===== config.mk =====
export PLATFORM = sky130hd
export DESIGN_NAME = one_wire_master_temperature_read_flat
export DESIGN_NICKNAME = d
export VERILOG_FILES = /design/src/rtl/core/owr_pkg.sv /design/src/rtl/core/owr_if.sv /design/src/rtl/core/one_wire_master_temperature_read.sv /design/src/rtl/core/owr_cfg.sv /design/src/rtl/core/owr_core.sv /design/src/flat_wrapper.sv
export SDC_FILE = /design/constraint.sdc
export NUM_CORES = 1
export LEC_CHECK = 0
export ABC_AREA = 1
export BUFFER_PORTS_ARGS = -buffer_cell sky130_fd_sc_hd__clkbuf_2
export CAP_MARGIN = 5
export CELL_PAD_IN_SITES_DETAIL_PLACEMENT = 0
export CELL_PAD_IN_SITES_GLOBAL_PLACEMENT = 2
export CORE_MARGIN = 5
export CORE_UTILIZATION = 33
export DETAILED_ROUTE_END_ITERATION = 10
export PLACE_DENSITY = 0.75
export SLEW_MARGIN = 40
export SYNTH_ARGS = -nofsm -noshare
export SYNTH_HDL_FRONTEND = slang
export SYNTH_HIERARCHICAL = 1
export SYNTH_SLANG_ARGS = --single-unit

===== constraint.sdc =====
create_clock -name clk -period 3.1 [get_ports clk]
set_input_delay 0.155 -clock clk [delete_from_list [all_inputs] [get_ports clk]]
set_output_delay 0.155 -clock clk [all_outputs]
set_load 0.1 [all_outputs]

===== src/rtl/core/owr_pkg.sv =====
// Shared types, codes and constants of the one-wire bus master.
`timescale 1ns / 1ps

package owr_pkg;

    localparam int TIMER_BITS_DEF = 10;
    localparam int DUR_W = 10;
    localparam int CFG_IDX_W = 4;
    localparam int CFG_DATA_W = 10;

    localparam logic [7:0] ROM_SKIP = 8'hCC;
    localparam logic [7:0] FN_CONVERT = 8'h44;
    localparam logic [7:0] FN_READ_PAD = 8'hBE;
    localparam logic [DUR_W-1:0] READ_GAP = 10'd2;

    typedef enum logic [2:0] {
        OP_NONE  = 3'd0,
        OP_RESET = 3'd1,
        OP_WRITE = 3'd2,
        OP_READ  = 3'd3,
        OP_TEMP  = 3'd4
    } opcode_t;

    typedef enum logic [1:0] {
        PRES_OK   = 2'd0,
        PRES_NONE = 2'd1,
        PRES_LONG = 2'd2
    } pres_t;

    typedef enum logic [CFG_IDX_W-1:0] {
        CFG_RESET_LOW     = 4'd0,
        CFG_RESET_RELEASE = 4'd1,
        CFG_PRES_TIMEOUT  = 4'd2,
        CFG_PRES_LIMIT    = 4'd3,
        CFG_SHORT_LOW     = 4'd4,
        CFG_LONG_LOW      = 4'd5,
        CFG_SAMPLE_DELAY  = 4'd6,
        CFG_RECOVER       = 4'd7
    } cfg_idx_t;

    localparam logic [3:0] STEP_RST_A = 4'd0;
    localparam logic [3:0] STEP_SKIP_A = 4'd1;
    localparam logic [3:0] STEP_CONVERT = 4'd2;
    localparam logic [3:0] STEP_RST_B = 4'd3;
    localparam logic [3:0] STEP_SKIP_B = 4'd4;
    localparam logic [3:0] STEP_READ_PAD = 4'd5;
    localparam logic [3:0] STEP_LOW_BYTE = 4'd6;
    localparam logic [3:0] STEP_HIGH_BYTE = 4'd7;

    typedef enum logic [9:0] {
        PH_IDLE      = 10'b00_0000_0001,
        PH_RST_LOW   = 10'b00_0000_0010,
        PH_RST_REL   = 10'b00_0000_0100,
        PH_PRES_WAIT = 10'b00_0000_1000,
        PH_PRES_LOW  = 10'b00_0001_0000,
        PH_WR_LOW    = 10'b00_0010_0000,
        PH_WR_REL    = 10'b00_0100_0000,
        PH_RD_LOW    = 10'b00_1000_0000,
        PH_RD_WAIT   = 10'b01_0000_0000,
        PH_RD_REC    = 10'b10_0000_0000
    } phase_t;

    typedef struct packed {
        logic [9:0] reset_low_time;
        logic [7:0] reset_release_time;
        logic [9:0] presence_timeout;
        logic [9:0] presence_low_limit;
        logic [7:0] short_low_time;
        logic [7:0] long_low_time;
        logic [7:0] read_sample_delay;
        logic [7:0] read_recover_time;
    } owr_cfg_t;

    typedef struct packed {
        logic              drive_low;
        logic              busy_res;
        logic              done_res;
        logic [1:0]        presence_status;
        logic [7:0]        read_data;
        logic signed [15:0] temperature;
    } owr_res_t;

endpackage


===== src/rtl/core/owr_if.sv =====
// Handshake channel interfaces for ticks, results and configuration writes.
`timescale 1ns / 1ps

interface owr_in_if;
    logic       valid;
    logic       ready;
    logic [2:0] opcode;
    logic [7:0] data_byte;
    logic       line_level;

    modport source (output valid, output opcode, output data_byte, output line_level,
                    input ready);
    modport sink (input valid, input opcode, input data_byte, input line_level,
                  output ready);
endinterface

interface owr_out_if;
    logic               valid;
    logic               ready;
    logic               drive_low;
    logic               busy_res;
    logic               done_res;
    logic [1:0]         presence_status;
    logic [7:0]         read_data;
    logic signed [15:0] temperature;

    modport source (output valid, output drive_low, output busy_res, output done_res,
                    output presence_status, output read_data, output temperature,
                    input ready);
    modport sink (input valid, input drive_low, input busy_res, input done_res,
                  input presence_status, input read_data, input temperature,
                  output ready);
endinterface

interface owr_cfg_if;
    logic       valid;
    logic       ready;
    logic [3:0] index;
    logic [9:0] data;

    modport source (output valid, output index, output data, input ready);
    modport sink (input valid, input index, input data, output ready);
endinterface


===== src/rtl/core/one_wire_master_temperature_read.sv =====
// Top level of the one-wire bus master with its result register.
`timescale 1ns / 1ps

// Each input beat is one microsecond tick carrying the sampled line level and, while the
// master is idle, an optional command (reset and presence check, write byte, read byte,
// or a full temperature read). Unless the output stalls, one beat is taken every clock;
// its result beat, holding the line drive, status and last read values after that tick,
// is in the output register from the next clock on. The bus timing sequencer updates
// once per tick, so the rate is one tick per cycle if unstalled, set by that single
// registered pass. The temperature is a signed count of sixteenths of a degree.
// Configuration writes are taken at any time and are meant to be issued while no command runs.
module one_wire_master_temperature_read
    import owr_pkg::*;
#(
    parameter int TIMER_BITS = TIMER_BITS_DEF
)
(
    input  logic      clk,
    input  logic      rst_n,
    owr_in_if.sink    tick,
    owr_out_if.source result,
    owr_cfg_if.sink   cfg_wr
);

    owr_cfg_t cfg;
    owr_res_t core_res;
    owr_res_t res_reg;
    logic     out_valid_reg;
    logic     tick_accept;

    assign cfg_wr.ready = 1'b1;
    assign tick.ready   = !out_valid_reg || result.ready;
    assign tick_accept  = tick.valid && tick.ready;

    owr_cfg u_cfg (
        .clk      (clk),
        .rst_n    (rst_n),
        .wr_en    (cfg_wr.valid),
        .wr_index (cfg_wr.index),
        .wr_data  (cfg_wr.data),
        .cfg      (cfg)
    );

    owr_core #(
        .TIMER_BITS (TIMER_BITS)
    ) u_core (
        .clk        (clk),
        .rst_n      (rst_n),
        .tick_en    (tick_accept),
        .opcode     (tick.opcode),
        .data_byte  (tick.data_byte),
        .line_level (tick.line_level),
        .cfg        (cfg),
        .res        (core_res)
    );

    always_ff @(posedge clk or negedge rst_n)
    begin
        if (!rst_n)
            out_valid_reg <= 1'b0;
        else if (tick_accept)
            out_valid_reg <= 1'b1;
        else if (result.ready)
            out_valid_reg <= 1'b0;
    end

    always_ff @(posedge clk)
    begin
        if (tick_accept)
            res_reg <= core_res;
    end

    assign result.valid           = out_valid_reg;
    assign result.drive_low       = res_reg.drive_low;
    assign result.busy_res        = res_reg.busy_res;
    assign result.done_res        = res_reg.done_res;
    assign result.presence_status = res_reg.presence_status;
    assign result.read_data       = res_reg.read_data;
    assign result.temperature     = res_reg.temperature;

    a_stall_blocks_input: assert property (@(posedge clk) disable iff (!rst_n)
        (out_valid_reg && !result.ready) |-> !tick.ready)
        else $error("tick taken while a result beat is stalled");

    a_accept_gives_result: assert property (@(posedge clk) disable iff (!rst_n)
        tick_accept |=> out_valid_reg)
        else $error("accepted tick produced no result beat");

    a_done_not_busy: assert property (@(posedge clk) disable iff (!rst_n)
        (out_valid_reg && res_reg.done_res) |-> !res_reg.busy_res)
        else $error("done flagged while still busy");

    a_drive_only_busy: assert property (@(posedge clk) disable iff (!rst_n)
        (out_valid_reg && res_reg.drive_low) |-> res_reg.busy_res)
        else $error("line driven low while idle");

endmodule


===== src/rtl/core/owr_cfg.sv =====
// Configuration register file of the one-wire bus master.
`timescale 1ns / 1ps

module owr_cfg
    import owr_pkg::*;
(
    input  logic                  clk,
    input  logic                  rst_n,
    input  logic                  wr_en,
    input  logic [CFG_IDX_W-1:0]  wr_index,
    input  logic [CFG_DATA_W-1:0] wr_data,
    output owr_cfg_t              cfg
);

    owr_cfg_t cfg_reg;

    always_ff @(posedge clk or negedge rst_n)
    begin
        if (!rst_n)
        begin
            cfg_reg.reset_low_time     <= 10'd750;
            cfg_reg.reset_release_time <= 8'd15;
            cfg_reg.presence_timeout   <= 10'd200;
            cfg_reg.presence_low_limit <= 10'd240;
            cfg_reg.short_low_time     <= 8'd2;
            cfg_reg.long_low_time      <= 8'd60;
            cfg_reg.read_sample_delay  <= 8'd12;
            cfg_reg.read_recover_time  <= 8'd50;
        end
        else if (wr_en)
        begin
            case (cfg_idx_t'(wr_index))
                CFG_RESET_LOW:     cfg_reg.reset_low_time     <= wr_data;
                CFG_RESET_RELEASE: cfg_reg.reset_release_time <= wr_data[7:0];
                CFG_PRES_TIMEOUT:  cfg_reg.presence_timeout   <= wr_data;
                CFG_PRES_LIMIT:    cfg_reg.presence_low_limit <= wr_data;
                CFG_SHORT_LOW:     cfg_reg.short_low_time     <= wr_data[7:0];
                CFG_LONG_LOW:      cfg_reg.long_low_time      <= wr_data[7:0];
                CFG_SAMPLE_DELAY:  cfg_reg.read_sample_delay  <= wr_data[7:0];
                CFG_RECOVER:       cfg_reg.read_recover_time  <= wr_data[7:0];
                default:           cfg_reg <= cfg_reg;
            endcase
        end
    end

    assign cfg = cfg_reg;

endmodule


===== src/rtl/core/owr_core.sv =====
// Timed bus sequencer: state registers and the per-tick next-state logic.
`timescale 1ns / 1ps

module owr_core
    import owr_pkg::*;
#(
    parameter int TIMER_BITS = TIMER_BITS_DEF
)
(
    input  logic       clk,
    input  logic       rst_n,
    input  logic       tick_en,
    input  logic [2:0] opcode,
    input  logic [7:0] data_byte,
    input  logic       line_level,
    input  owr_cfg_t   cfg,
    output owr_res_t   res
);

    localparam int CMP_W = (TIMER_BITS > DUR_W) ? TIMER_BITS : DUR_W;
    localparam logic [TIMER_BITS-1:0] TIMER_MAX = '1;

    phase_t                phase_reg, phase_next;
    logic [TIMER_BITS-1:0] timer_reg, timer_next;
    logic [3:0]            bit_count_reg, bit_count_next;
    logic [7:0]            shift_reg, shift_next;
    logic [3:0]            step_reg, step_next;
    logic [2:0]            command_reg, command_next;
    logic [7:0]            low_byte_reg, low_byte_next;
    logic [1:0]            status_reg, status_next;
    logic [15:0]           temp_reg, temp_next;
    logic [7:0]            read_reg, read_next;
    logic                  done;

    function automatic logic [TIMER_BITS-1:0] clamp_dur(input logic [DUR_W-1:0] d);
        logic [CMP_W-1:0] dw;
        dw = CMP_W'(d);
        if (d == '0)
            return TIMER_BITS'(1);
        else if (dw > CMP_W'(TIMER_MAX))
            return TIMER_MAX;
        else
            return TIMER_BITS'(dw);
    endfunction

    always_comb
    begin
        logic       start;
        logic       finish;
        logic [3:0] start_step;
        logic [7:0] wr_byte;
        logic       do_write;
        logic       do_read;
        logic       do_reset;
        logic [3:0] bits_inc;

        phase_next     = phase_reg;
        timer_next     = timer_reg;
        bit_count_next = bit_count_reg;
        shift_next     = shift_reg;
        step_next      = step_reg;
        command_next   = command_reg;
        low_byte_next  = low_byte_reg;
        status_next    = status_reg;
        temp_next      = temp_reg;
        read_next      = read_reg;
        done           = 1'b0;
        start          = 1'b0;
        finish         = 1'b0;
        start_step     = 4'd0;
        wr_byte        = 8'd0;
        do_write       = 1'b0;
        do_read        = 1'b0;
        do_reset       = 1'b0;
        bits_inc       = bit_count_reg + 4'd1;

        case (phase_reg)
            PH_IDLE:
            begin
                if (opcode >= OP_RESET && opcode <= OP_TEMP)
                begin
                    command_next = opcode;
                    step_next    = 4'd0;
                    shift_next   = data_byte;
                    start        = 1'b1;
                    start_step   = 4'd0;
                end
            end
            PH_RST_LOW:
            begin
                if (timer_reg > TIMER_BITS'(1))
                    timer_next = timer_reg - TIMER_BITS'(1);
                else
                begin
                    phase_next = PH_RST_REL;
                    timer_next = clamp_dur(DUR_W'(cfg.reset_release_time));
                end
            end
            PH_RST_REL:
            begin
                if (timer_reg > TIMER_BITS'(1))
                    timer_next = timer_reg - TIMER_BITS'(1);
                else
                begin
                    phase_next = PH_PRES_WAIT;
                    timer_next = '0;
                end
            end
            PH_PRES_WAIT:
            begin
                if (!line_level)
                begin
                    phase_next = PH_PRES_LOW;
                    timer_next = '0;
                end
                else
                begin
                    if (timer_reg != TIMER_MAX)
                        timer_next = timer_reg + TIMER_BITS'(1);
                    if (timer_next >= clamp_dur(cfg.presence_timeout))
                    begin
                        status_next = PRES_NONE;
                        finish      = 1'b1;
                    end
                end
            end
            PH_PRES_LOW:
            begin
                if (line_level)
                begin
                    status_next = PRES_OK;
                    finish      = 1'b1;
                end
                else
                begin
                    if (timer_reg != TIMER_MAX)
                        timer_next = timer_reg + TIMER_BITS'(1);
                    if (timer_next >= clamp_dur(cfg.presence_low_limit))
                    begin
                        status_next = PRES_LONG;
                        finish      = 1'b1;
                    end
                end
            end
            PH_WR_LOW:
            begin
                if (timer_reg > TIMER_BITS'(1))
                    timer_next = timer_reg - TIMER_BITS'(1);
                else
                begin
                    phase_next = PH_WR_REL;
                    timer_next = shift_reg[0] ? clamp_dur(DUR_W'(cfg.long_low_time))
                                              : clamp_dur(DUR_W'(cfg.short_low_time));
                end
            end
            PH_WR_REL:
            begin
                if (timer_reg > TIMER_BITS'(1))
                    timer_next = timer_reg - TIMER_BITS'(1);
                else
                begin
                    shift_next     = {1'b0, shift_reg[7:1]};
                    bit_count_next = bits_inc;
                    if (bits_inc >= 4'd8)
                        finish = 1'b1;
                    else
                    begin
                        phase_next = PH_WR_LOW;
                        timer_next = shift_next[0] ? clamp_dur(DUR_W'(cfg.short_low_time))
                                                   : clamp_dur(DUR_W'(cfg.long_low_time));
                    end
                end
            end
            PH_RD_LOW:
            begin
                if (timer_reg > TIMER_BITS'(1))
                    timer_next = timer_reg - TIMER_BITS'(1);
                else
                begin
                    phase_next = PH_RD_WAIT;
                    timer_next = clamp_dur(DUR_W'(cfg.read_sample_delay));
                end
            end
            PH_RD_WAIT:
            begin
                if (timer_reg > TIMER_BITS'(1))
                    timer_next = timer_reg - TIMER_BITS'(1);
                else
                begin
                    shift_next = {line_level, shift_reg[7:1]};
                    phase_next = PH_RD_REC;
                    timer_next = clamp_dur(DUR_W'(cfg.read_recover_time) + READ_GAP);
                end
            end
            PH_RD_REC:
            begin
                if (timer_reg > TIMER_BITS'(1))
                    timer_next = timer_reg - TIMER_BITS'(1);
                else
                begin
                    bit_count_next = bits_inc;
                    if (bits_inc >= 4'd8)
                    begin
                        read_next = shift_reg;
                        if (command_reg == OP_TEMP && step_reg == STEP_LOW_BYTE)
                            low_byte_next = shift_reg;
                        if (command_reg == OP_TEMP && step_reg == STEP_HIGH_BYTE)
                            temp_next = {shift_reg, low_byte_reg};
                        finish = 1'b1;
                    end
                    else
                    begin
                        phase_next = PH_RD_LOW;
                        timer_next = clamp_dur(DUR_W'(cfg.short_low_time));
                    end
                end
            end
            default:
            begin
                phase_next = PH_IDLE;
                timer_next = '0;
            end
        endcase

        if (finish)
        begin
            step_next  = step_reg + 4'd1;
            start      = 1'b1;
            start_step = step_reg + 4'd1;
        end

        // Pick the next bus action of the running command.
        if (start)
        begin
            case (command_next)
                OP_RESET:
                    do_reset = (start_step == 4'd0);
                OP_WRITE:
                begin
                    do_write = (start_step == 4'd0);
                    wr_byte  = shift_next;
                end
                OP_READ:
                    do_read = (start_step == 4'd0);
                OP_TEMP:
                begin
                    case (start_step)
                        STEP_RST_A, STEP_RST_B:
                            do_reset = 1'b1;
                        STEP_SKIP_A, STEP_SKIP_B:
                        begin
                            do_write = 1'b1;
                            wr_byte  = ROM_SKIP;
                        end
                        STEP_CONVERT:
                        begin
                            do_write = 1'b1;
                            wr_byte  = FN_CONVERT;
                        end
                        STEP_READ_PAD:
                        begin
                            do_write = 1'b1;
                            wr_byte  = FN_READ_PAD;
                        end
                        STEP_LOW_BYTE, STEP_HIGH_BYTE:
                            do_read = 1'b1;
                        default:
                            do_read = 1'b0;
                    endcase
                end
                default:
                    do_read = 1'b0;
            endcase

            if (do_reset)
            begin
                phase_next = PH_RST_LOW;
                timer_next = clamp_dur(cfg.reset_low_time);
            end
            else if (do_write)
            begin
                shift_next     = wr_byte;
                bit_count_next = 4'd0;
                phase_next     = PH_WR_LOW;
                timer_next     = wr_byte[0] ? clamp_dur(DUR_W'(cfg.short_low_time))
                                            : clamp_dur(DUR_W'(cfg.long_low_time));
            end
            else if (do_read)
            begin
                shift_next     = 8'd0;
                bit_count_next = 4'd0;
                phase_next     = PH_RD_LOW;
                timer_next     = clamp_dur(DUR_W'(cfg.short_low_time));
            end
            else
            begin
                phase_next = PH_IDLE;
                timer_next = '0;
                done       = 1'b1;
            end
        end
    end

    always_ff @(posedge clk or negedge rst_n)
    begin
        if (!rst_n)
        begin
            phase_reg     <= PH_IDLE;
            timer_reg     <= '0;
            bit_count_reg <= 4'd0;
            shift_reg     <= 8'd0;
            step_reg      <= 4'd0;
            command_reg   <= 3'd0;
            low_byte_reg  <= 8'd0;
            status_reg    <= 2'd0;
            temp_reg      <= 16'd0;
            read_reg      <= 8'd0;
        end
        else if (tick_en)
        begin
            phase_reg     <= phase_next;
            timer_reg     <= timer_next;
            bit_count_reg <= bit_count_next;
            shift_reg     <= shift_next;
            step_reg      <= step_next;
            command_reg   <= command_next;
            low_byte_reg  <= low_byte_next;
            status_reg    <= status_next;
            temp_reg      <= temp_next;
            read_reg      <= read_next;
        end
    end

    assign res.drive_low       = (phase_next == PH_RST_LOW) || (phase_next == PH_WR_LOW) ||
                                 (phase_next == PH_RD_LOW);
    assign res.busy_res        = (phase_next != PH_IDLE);
    assign res.done_res        = done;
    assign res.presence_status = status_next;
    assign res.read_data       = read_next;
    assign res.temperature     = signed'(temp_next);

endmodule

===== src/flat_wrapper.sv =====
// flat-port wrapper written by rule: the top's interface ports become plain ports
module one_wire_master_temperature_read_flat import owr_pkg::*;
#(
    parameter int TIMER_BITS = TIMER_BITS_DEF
)
  (clk, rst_n, tick_valid, tick_opcode, tick_data_byte, tick_line_level, tick_ready, result_valid, result_drive_low, result_busy_res, result_done_res, result_presence_status, result_read_data, result_temperature, result_ready, cfg_wr_valid, cfg_wr_index, cfg_wr_data, cfg_wr_ready);
  owr_in_if tick_i ();
  owr_out_if result_i ();
  owr_cfg_if cfg_wr_i ();
  input  logic clk;
  input  logic rst_n;
  input wire logic [$bits(tick_i.valid)-1:0] tick_valid;
  input wire logic [$bits(tick_i.opcode)-1:0] tick_opcode;
  input wire logic [$bits(tick_i.data_byte)-1:0] tick_data_byte;
  input wire logic [$bits(tick_i.line_level)-1:0] tick_line_level;
  output wire logic [$bits(tick_i.ready)-1:0] tick_ready;
  output wire logic [$bits(result_i.valid)-1:0] result_valid;
  output wire logic [$bits(result_i.drive_low)-1:0] result_drive_low;
  output wire logic [$bits(result_i.busy_res)-1:0] result_busy_res;
  output wire logic [$bits(result_i.done_res)-1:0] result_done_res;
  output wire logic [$bits(result_i.presence_status)-1:0] result_presence_status;
  output wire logic [$bits(result_i.read_data)-1:0] result_read_data;
  output wire logic [$bits(result_i.temperature)-1:0] result_temperature;
  input wire logic [$bits(result_i.ready)-1:0] result_ready;
  input wire logic [$bits(cfg_wr_i.valid)-1:0] cfg_wr_valid;
  input wire logic [$bits(cfg_wr_i.index)-1:0] cfg_wr_index;
  input wire logic [$bits(cfg_wr_i.data)-1:0] cfg_wr_data;
  output wire logic [$bits(cfg_wr_i.ready)-1:0] cfg_wr_ready;
  assign tick_i.valid = tick_valid;
  assign tick_i.opcode = tick_opcode;
  assign tick_i.data_byte = tick_data_byte;
  assign tick_i.line_level = tick_line_level;
  assign tick_ready = tick_i.ready;
  assign result_valid = result_i.valid;
  assign result_drive_low = result_i.drive_low;
  assign result_busy_res = result_i.busy_res;
  assign result_done_res = result_i.done_res;
  assign result_presence_status = result_i.presence_status;
  assign result_read_data = result_i.read_data;
  assign result_temperature = result_i.temperature;
  assign result_i.ready = result_ready;
  assign cfg_wr_i.valid = cfg_wr_valid;
  assign cfg_wr_i.index = cfg_wr_index;
  assign cfg_wr_i.data = cfg_wr_data;
  assign cfg_wr_ready = cfg_wr_i.ready;
  one_wire_master_temperature_read #(.TIMER_BITS(TIMER_BITS)) u_core (.clk(clk), .rst_n(rst_n), .tick(tick_i), .result(result_i), .cfg_wr(cfg_wr_i));
endmodule

-- After elaboration in Yosys (flattened, before gate mapping)
Index checks and enable logic that the tools add are counted.
- bits in registers: 173
- bits of input ports: 31
- output and inout port bits: 32
- word-level logic and storage cells: 233
- add/sub/neg operators: 5
- order comparisons: 10
- equality and inequality tests: 40
- mux-type cells: 112
- bitwise gates (word level): 2
- reduce and logical (&&, ||, !) cells: 39
- operator list (cell ; count):
    two-way mux 10 bit ; 46
    two-way mux 8 bit ; 18
    one-hot mux 10 bit (10 select lines) ; 1
    one-hot mux 10 bit (9 select lines) ; 1
    two-way mux 16 bit ; 4
    one-hot mux 8 bit (3 select lines) ; 2
    equality test 4 x 3 -> 1 bit (second input constant) ; 10
    logical NOT 10 bit ; 4
    two-way mux 4 bit ; 10
    logical NOT 8 bit ; 4
    greater-than comparator 10 bit (second input constant) ; 3
    equality test 10 x 2 -> 1 bit (second input constant) ; 2
    equality test 10 x 6 -> 1 bit (second input constant) ; 2
    equality test 10 x 8 -> 1 bit (second input constant) ; 2
    greater-or-equal comparator 10 bit ; 2
    two-way mux 1 bit ; 18
    equality test 4 x 2 -> 1 bit (second input constant) ; 4
    one-hot mux 8 bit (2 select lines) ; 1
    AND reduction 2 bit ; 8
    adder 10 x 1 -> 10 bit (second input constant) ; 1
    equality test 10 x 1 -> 1 bit (second input constant) ; 1
    equality test 10 bit (second input constant) ; 1
    equality test 10 x 3 -> 1 bit (second input constant) ; 1
    equality test 10 x 4 -> 1 bit (second input constant) ; 1
    other kinds (36) ; 61

-- Depth between registers and ports, before layout
Gate-level depths: netlist of the first run.
- depth in word-level cells: 22
- mapped depth: 30
- depth with buffers taken out: 29

-- Cells and area by module
Netlist of the first run, hierarchy kept.
- by module, submodules not included (module ; times used ; cells an instance ; area each (um^2) ; sequential area each (um^2)):
    owr_core ; 1 ; 1096 ; 6991.7 ; 1828.0
    owr_cfg ; 1 ; 335 ; 2966.6 ; 1786.7
    one_wire_master_temperature_read ; 1 ; 37 ; 927.1 ; 895.9

-- Worst setup path after synthesis of the first run
Ideal clock, no wire load.
- path type: register to register
- from: register u_core.out_valid_reg, in the netlist u_core/result.valid
- to: register u_core.u_core.timer_reg[0]
- library setup time: 0.113 ns
- arrival time: 3.570 ns
- required time: 2.987 ns
- path slack: -0.583 ns
- stages on the path, launching flop included: 10
- path buffers: 1
- period minus slack after synthesis: 3.683 ns
- path through: dfrtp_1 > a21oi_1 > inv_1 > a21oi_1 > buf_2 > nand3_1 > inv_1 > nand3_1 > nand2_1 > inv_1
- word-level cells in the longest chain between the ends: 4
- RTL lines (what ; RTL line ; source):
    start: declaration ; one_wire_master_temperature_read.sv:28 ; logic out_valid_reg;
    start signal: assignment ; one_wire_master_temperature_read.sv:60 ; out_valid_reg <= 1'b0;
    start signal: assignment ; one_wire_master_temperature_read.sv:62 ; out_valid_reg <= 1'b1;
    start signal: assignment ; one_wire_master_temperature_read.sv:64 ; out_valid_reg <= 1'b0;
    logical NOT 1 bit ; one_wire_master_temperature_read.sv:32 ; assign tick.ready = !out_valid_reg || result.ready;
    logical OR 1 bit ; one_wire_master_temperature_read.sv:32 ;
    logical AND 1 bit ; one_wire_master_temperature_read.sv:33 ; assign tick_accept = tick.valid && tick.ready;
    named net u_core.tick_accept ; one_wire_master_temperature_read.sv:29 ; logic tick_accept;
    AND reduction 5 bit (no source line) ; -- ;
    end signal: assignment ; owr_core.sv:322 ; timer_reg <= timer_next;
    end: declaration ; owr_core.sv:24 ; logic [TIMER_BITS-1:0] timer_reg, timer_next;
The timed path passes the listed nets, and every way through them passes these cells.
A chain may end at the register's enable or synchronous reset.

-- Final worst setup path of the first run
- from: register u_core.u_core.timer_reg[0]
- to: register u_core.u_core.bit_count_reg[0]
- word-level cells in the longest chain between the ends: 18
- elaborated cells on any way between the ends: 44
- those cells by class: 1 x add/sub; 3 x order compare; 8 x eq/ne; 28 x mux; 4 x reduce/logical
- RTL lines (what ; RTL line ; source):
    adder 10 x 1 -> 10 bit / inequality test 10 bit (equally long branches) ; -- ;
    two-way mux 10 bit ; owr_core.sv:118, owr_core.sv:136 ;
    two-way mux 10 bit (on tied branches) ; owr_core.sv:129, owr_core.sv:111 ;
    two-way mux 10 bit ; owr_core.sv:77 ; case (phase_reg)
    greater-or-equal comparator 10 bit (on tied branches) ; owr_core.sv:138, owr_core.sv:120 ;
    two-way mux 1 bit (on tied branches) ; owr_core.sv:138, owr_core.sv:120 ;
    two-way mux 1 bit (on tied branches) ; owr_core.sv:129, owr_core.sv:111 ;
    one-hot mux 1 bit (3 select lines) ; owr_core.sv:77 ;
    (+2 left out) ; -- ;
    OR reduction 2 bit ; owr_core.sv:247 ; case (start_step)
    two-way mux 1 bit ; owr_core.sv:247 ;
    one-hot mux 1 bit (2 select lines) ; owr_core.sv:235 ; case (command_next)
    two-way mux 1 bit ; owr_core.sv:233 ; if (start)
    two-way mux 4 bit ; owr_core.sv:288 ; else if (do_read)
    two-way mux 4 bit ; owr_core.sv:280 ; else if (do_write)
    two-way mux 4 bit ; owr_core.sv:275 ; if (do_reset)
    two-way mux 4 bit * ; owr_core.sv:233 ;
    end signal: assignment ; owr_core.sv:323 ; bit_count_reg <= bit_count_next;
    end: declaration ; owr_core.sv:25 ; logic [3:0] bit_count_reg, bit_count_next;
Every way passes the cells marked *; elsewhere a longest branch is shown, timed or not. The select of a mux whose other input is x is not followed.

==> impl_metrics.ini, run 1 <==
[synth]
muxShareOfSynthArea = 0.00828
synth_fp_nets = 1526
synthAdderAreaFrac = 0.0310
yosys_warnings = 6
synth_edf_count = 29
ys_ff_latch = 173
synth_top_family_by_area = simple AND/OR/NAND/NOR gates
synthArstFlopShare = 0.832
synth_xor_xnor_area_share = 0.0161
postSynthAreaPerCell_um2 = 7.42
synth-compound-area-share = 0.112
synth-main-ff-cell = dfrtp_1
synthSimpleGateAreaFrac = 0.332
yosysSeqAreaShare = 0.414
ys_types = 60
synthCells = 1468
syn_area_um2 = 10900

[setup_path]
crit_path_start_kind = flop
arrival_ps = 3850
path_class = reg2reg
worstSetupEndpointType = flop
cp.required_ps = 3450
critical_path.max_fanout = 6
r2r_start = u_core/u_core/timer_reg[0]
reg2reg_depth = 26
crit_start = u_core/u_core/timer_reg[0]

[cells_and_area]
layout.area.seq_um2 = 4510
multi_input_area_um2 = 5970
largest_register_ffs = 70
drive_gt1_frac = 0.259
area_delta_synth_final_pct = 27.2
final_util = 0.426
nets = 1702
diodes = 0
final_area_um2 = 13800
fin_cells = 2099
fillCellCount = 3468

[routing]
drt_iter0_drc = 732
vias_per_cell = 4.89
wire_per_inst_um = 18.0
postRouteAntennaNets = 0
drt-total-wl_mm = 37.8
vias = 10300
drc_errors = 0
first_pass_iters = 5

[floorplanning]
pin_count = 63
die_w_um = 192
core_um2 = 32500
die_area_um2 = 36700
num_rows = 66
die_y_um = 192
initial_utilization = 0.335

[global_route]
overflow = 0
grt_max_degree = 74
grt_pass1_wl_mm = 58.9
grt_pass1_vias = 10300
grtUsageTotal = 0.209
antenna_found_initial = 0

[cts]
cts_root_buffer = clkbuf_16
cts_sinks = 173
path_clk_slew_ps = 70
cts_tree = done
clock_path_buffers = 2
h-tree-depth = 4
cts_made_buffers = 17
clock_latency_ps = 460

[outcome]
status = finished with violations
violations = negative setup slack

[timing]
fmax_mhz = 286
fin_worst_skew_ps = 17.1
slew_violations = 0
worst_slew_pin_slew_ps = 718
rsz0062_at_grt = true
max_slew_margin = 0.521
hold_violations = 0
fin_ws_ps = -402
fin_crit_sh = 1.13
period_needed_ps = 3500
setup-violations-final = 30
final.setup.tns_ps = -9220
holdWs_ps = 82.4

[min_path]
hold_depth = 3
hold_start = cfg_wr_data[3]
worstHoldPathType = in2reg

[power_and_ir_drop]
p_clk_frac = 0.215
seq_power_share = 0.309
switching_share = 0.432
ir_drop_mv = 0.418
p_sw_mw = 4.47
p_comb_frac = 0.476
p_int_mw = 5.87
p_leak_nw = 6.78
powerDensity_nw_per_um2 = 747

[placement]
dp_cells = 2033
hpwl_mm = 27.6
place_area_um2 = 12500
portBuffers = 61
gp_congestion = 0.887

[flow_run]
max-cap-violations = 0
[cells by family after synthesis]
kind of cell	Yosys count
and+or+nand+nor	806
buffers and inverters	226
AOI/OAI and AO/OA	207
DFF	173
adders and majority gates	27
xor gates and xnor gates	20
muxes	8
other	1
[placed cells by master, fill, tap and decap left out, drive strengths merged]
| cell type | netlist | layout |
|---|---|---|
| o2111ai | 2 | 2 |
| edfxtp | 29 | 29 |
| or2 | 2 | 2 |
| xor2 | 17 | 17 |
| a41oi | 1 | 1 |
| nor3 | 23 | 23 |
| nand3b | 3 | 3 |
| o21ai | 115 | 115 |
| o22ai | 8 | 8 |
| ha | 27 | 27 |
| o221ai | 6 | 6 |
| clkinvlp | 0 | 2 |
| a21oi | 33 | 33 |
| a31oi | 4 | 4 |
| a22oi | 3 | 3 |
| dlygate4sd3 | 0 | 5 |
| o21bai | 12 | 13 |
| dfrtp | 115 | 115 |
| mux2 | 8 | 8 |
| nor4 | 7 | 7 |
| a211oi | 3 | 3 |
| inv | 170 | 173 |
| dfstp | 29 | 29 |
| nand4 | 48 | 48 |
| nand2 | 504 | 505 |
| nor2 | 106 | 106 |
| clkbuf | 31 | 81 |
| o41ai | 2 | 2 |
| a31o | 1 | 1 |
| a21o | 5 | 5 |
| nand3 | 112 | 112 |
| bufinv | 0 | 2 |
| buf | 24 | 143 |
| o211ai | 9 | 9 |
| xnor2 | 3 | 3 |
| conb | 1 | 1 |
| a32o | 1 | 1 |
| nor3b | 1 | 1 |
| clkinv | 1 | 7 |
| o31ai | 2 | 2 |
[metrics by stage]
step / setup slack, ps / total power [mW]
detailed placement: -653 / 7.51
global route: -621 / 11.1
finish: -402 / 10.3
floorplan: -152 / 5.82
global placement: -612 / 7.50
CTS: -437 / 10.0
[power by group through the flow]
stage / sequential, mW / clock, mW / combinational [mW]
after floorplan: 3.31 / 0 / 2.51
after global placement: 3.22 / 0 / 4.28
after detailed placement: 3.23 / 0 / 4.28
after CTS: 3.19 / 2.29 / 4.56
after global routing: 3.27 / 2.37 / 5.43
final: 3.20 / 2.22 / 4.93
[Yosys cell counts (all sizes together), types with 9 or more instances]
| cell type | instances | area share |
|---|---|---|
| a21oi | 33 | 0.016 |
| buf | 24 | 0.015 |
| clkbuf | 31 | 0.012 |
| dfrtp | 115 | 0.26 |
| dfstp | 29 | 0.070 |
| edfxtp | 29 | 0.080 |
| ha | 27 | 0.031 |
| inv | 170 | 0.059 |
| nand2 | 504 | 0.18 |
| nand3 | 112 | 0.057 |
| nand4 | 48 | 0.030 |
| nor2 | 106 | 0.046 |
| nor3 | 23 | 0.013 |
| o211ai | 9 | 0.0062 |
| o21ai | 115 | 0.055 |
| o21bai | 12 | 0.0093 |
| xor2 | 17 | 0.014 |
[worst paths after layout]
kind	to	slack [ps]
worst max-delay path	u_core/u_core/bit_count_reg[0]	-400
worst min-delay path	u_core/u_cfg/cfg[11]	80
worst max register to register	u_core/u_core/bit_count_reg[0]	-400
worst min register to register	u_core/u_cfg/cfg[52]	470
max in group asynchronous	u_core/u_cfg/cfg[5]	1950
min in group asynchronous	u_core/result.valid	280
[worst max-delay path, cell delays in order, from the launching register on]
cell and delay (ps):
dfrtp_1 390, ha_2 190, nand3_2 90, nor2_2 50
buf_4 130, buf_4 120, a21oi_1 190, o21ai_2 110
ha_1 290, nand2_1 60, nor2_1 140, nand3_1 100
nand3_2 90, nand2_2 60, nand2_2 80, inv_2 40
nand2_4 90, buf_6 140, nand4_1 160, o21ai_4 240
buf_4 150, nor2_4 40, buf_4 130, nor2_1 90
nand2_1 80, nand3_1 110, inv_1 40
[area by class of cell]
type | count | area share
Timing Repair Buffer | 209 | 0.112
Tap cell | 442 | 0.0399
Sequential cell | 173 | 0.326
Inverter | 171 | 0.0482
Clock buffer | 20 | 0.0323
Multi-Input combinational cell | 1071 | 0.431
Timing Repair inverter | 1 | 0.000813
Clock inverter | 12 | 0.00985
[per-layer routing]
layer | part of all wire | wire, um | vias up | global-route usage
met4 | 0.017 | 645 | 0 | 0.0525
met2 | 0.48 | 18100 | 190 | 0.349
met1 | 0.47 | 17800 | 4883 | 0.288
met5 | 0 | 0 | - | 0
li1 | - | - | 5159 | -
met3 | 0.032 | 1230 | 37 | 0.0280
[what timing repair did]
action | in CTS | in global routing
gates cloned | 2 | 1
setup endpoints to repair | 37 | 38
setup buffers | 13 | 16
hold buffers | 5 | 0
resized for setup | 53 | 74
pin swaps | 36 | 37
endpoints found under the hold margin | 77 | 0
Power figures use the tool's default switching activity.
==> run 2: changes to the inputs <==
--- a/config.mk
+++ b/config.mk
@@ -8,7 +8,7 @@
 export ABC_AREA = 1
 export BUFFER_PORTS_ARGS = -buffer_cell sky130_fd_sc_hd__clkbuf_2
 export CAP_MARGIN = 5
-export CELL_PAD_IN_SITES_DETAIL_PLACEMENT = 0
+export CELL_PAD_IN_SITES_DETAIL_PLACEMENT = 1
 export CELL_PAD_IN_SITES_GLOBAL_PLACEMENT = 2
 export CORE_MARGIN = 5
 export CORE_UTILIZATION = 33
==> impl_metrics.ini, run 2 (same netlist as run 1, synthesis figures left out) <==
[outcome]
status = finished with violations
violations = negative setup slack

[routing]
drc_errors = 0
drt-total-wl_mm = 40.4
first_pass_iters = 4
vias = 10600
vias_per_cell = 5.06
drt_iter0_drc = 510
wire_per_inst_um = 19.3
postRouteAntennaNets = 0

[timing]
fin_worst_skew_ps = 16.5
slew_violations = 0
fin_ws_ps = -470
hold_violations = 0
max_slew_margin = 0.523
rsz0062_at_grt = true
worst_slew_pin_slew_ps = 715
setup-violations-final = 34
fmax_mhz = 280
period_needed_ps = 3570
fin_crit_sh = 1.15
holdWs_ps = 30.8
final.setup.tns_ps = -11350

[setup_path]
cp_slowest_stage_delay_ps = 410
cpMaxStageDelayCell = dfrtp_1
arrival_ps = 3780
path_class = reg2reg
cpLargestDelayFamily = simple AND/OR/NAND/NOR gates
cp.required_ps = 3310
path_buf_inv = 6
worstSetupEndpointType = flop
crit_path_start_kind = flop
crit_top_cell = nand2_1
critical_path.max_fanout = 5

[global_route]
grt_pass1_vias = 11100
grt_pass1_wl_mm = 62.9
grtUsageTotal = 0.220
grt_max_degree = 74
overflow = 0
antenna_found_initial = 0

[cts]
cts_root_buffer = clkbuf_16
clock_path_buffers = 2
cts_made_buffers = 17
cts_sinks = 173
path_clk_slew_ps = 80
clock_latency_ps = 450
cts_tree = done
h-tree-depth = 4

[placement]
dp_cells = 2033
portBuffers = 61
hpwl_mm = 29.5
gp_congestion = 0.887

[floorplanning]
pin_count = 63
die_w_um = 192
die_y_um = 192
num_rows = 66
initial_utilization = 0.335
core_um2 = 32500
die_area_um2 = 36700

[cells_and_area]
final_util = 0.431
diodes = 0
layout_commonest_cell = nand2_1
fin_cells = 2097
nets = 1700
layout_common_cells = nand2_1, inv_1, buf_4
drive_gt1_frac = 0.273
area_delta_synth_final_pct = 28.7
largest_register_ffs = 70

[power_and_ir_drop]
ir_drop_mv = 0.374
powerDensity_nw_per_um2 = 754
p_leak_nw = 6.85

[min_path]
worstHoldPathType = in2reg

[flow_run]
max-cap-violations = 0
[run 2: cell types whose count changed in the layout (fill, tap and decap cells not counted), moves of 3 or more]
| cell | before | now |
|---|---|---|
| buf_4 | 126 | 120 |
| buf_6 | 11 | 17 |
| inv_6 | 1 | 4 |
| nand2_1 | 472 | 461 |
| nand2_2 | 24 | 31 |
| nand2_4 | 9 | 13 |
| o21ai_0 | 91 | 88 |
[run 2: final timing paths]
kind | startpoint | end | slack [ps] | cells past startpoint
max | u_core/u_core/timer_reg[7] | u_core/result.drive_low | -470 | 26
min | result_ready | u_core/result.valid | 30 | 4
max reg2reg | u_core/u_core/timer_reg[7] | u_core/result.drive_low | -470 | 26
min reg2reg | u_core/u_cfg/cfg[52] | u_core/u_cfg/cfg[52] | 470 | 2
max in group asynchronous | rst_n | u_core/u_cfg/cfg[5] | 1930 | 3
min in group asynchronous | rst_n | u_core/result.valid | 280 | 2
[run 2: tightest hold or removal path, cell delays in order]
cell and delay (ps):
clkbuf_2 80, inv_1 60, nand2_1 90, nand2_1 50
[run 2: power by group]
| part | total, mW | leakage, nW | switching (mW) | internal (mW) |
|---|---|---|---|---|
| logic | 5.00 | 4.46 | 3.15 | 1.84 |
| clock network | 2.35 | 0.308 | 1.04 | 1.32 |
| registers | 3.21 | 2.09 | 0.426 | 2.78 |
[run 2: repair_timing]
action	CTS	global route
buffers inserted	15	16
gates resized for setup	64	103
pin swaps	25	43
endpoints found under the hold margin	77	0
gates cloned	2	0
hold buffers	4	0
setup endpoints to repair	37	41
[run 2: layout make-up]
type | count | area, um^2
Timing Repair Buffer | 208 | 1560
Clock inverter | 13 | 171
Inverter | 171 | 662
Multi-Input combinational cell | 1071 | 6070
Sequential cell | 173 | 4510
Fill cell | 4028 | 18500
Clock buffer | 19 | 475
Tap cell | 442 | 553
[run 2: routing by layer]
metal | part of all wire | wire [um] | global-route usage | vias to the layer above
li1 | - | - | - | 5155
met2 | 0.49 | 19900 | 0.378 | 159
met4 | 0.019 | 758 | 0.0539 | 0
met5 | 0 | 0 | 0 | -
met1 | 0.46 | 18500 | 0.295 | 5263
met3 | 0.029 | 1190 | 0.0280 | 39
[run 2: metrics by stage]
step	power (mW)	instance area [um^2]	setup WS (ps)
CTS	10.2	13500	-393
finish	10.6	14000	-470
global route	11.3	14000	-707
global placement	7.50	12400	-612
detailed placement	7.60	12500	-703
floorplan	5.82	10900	-152
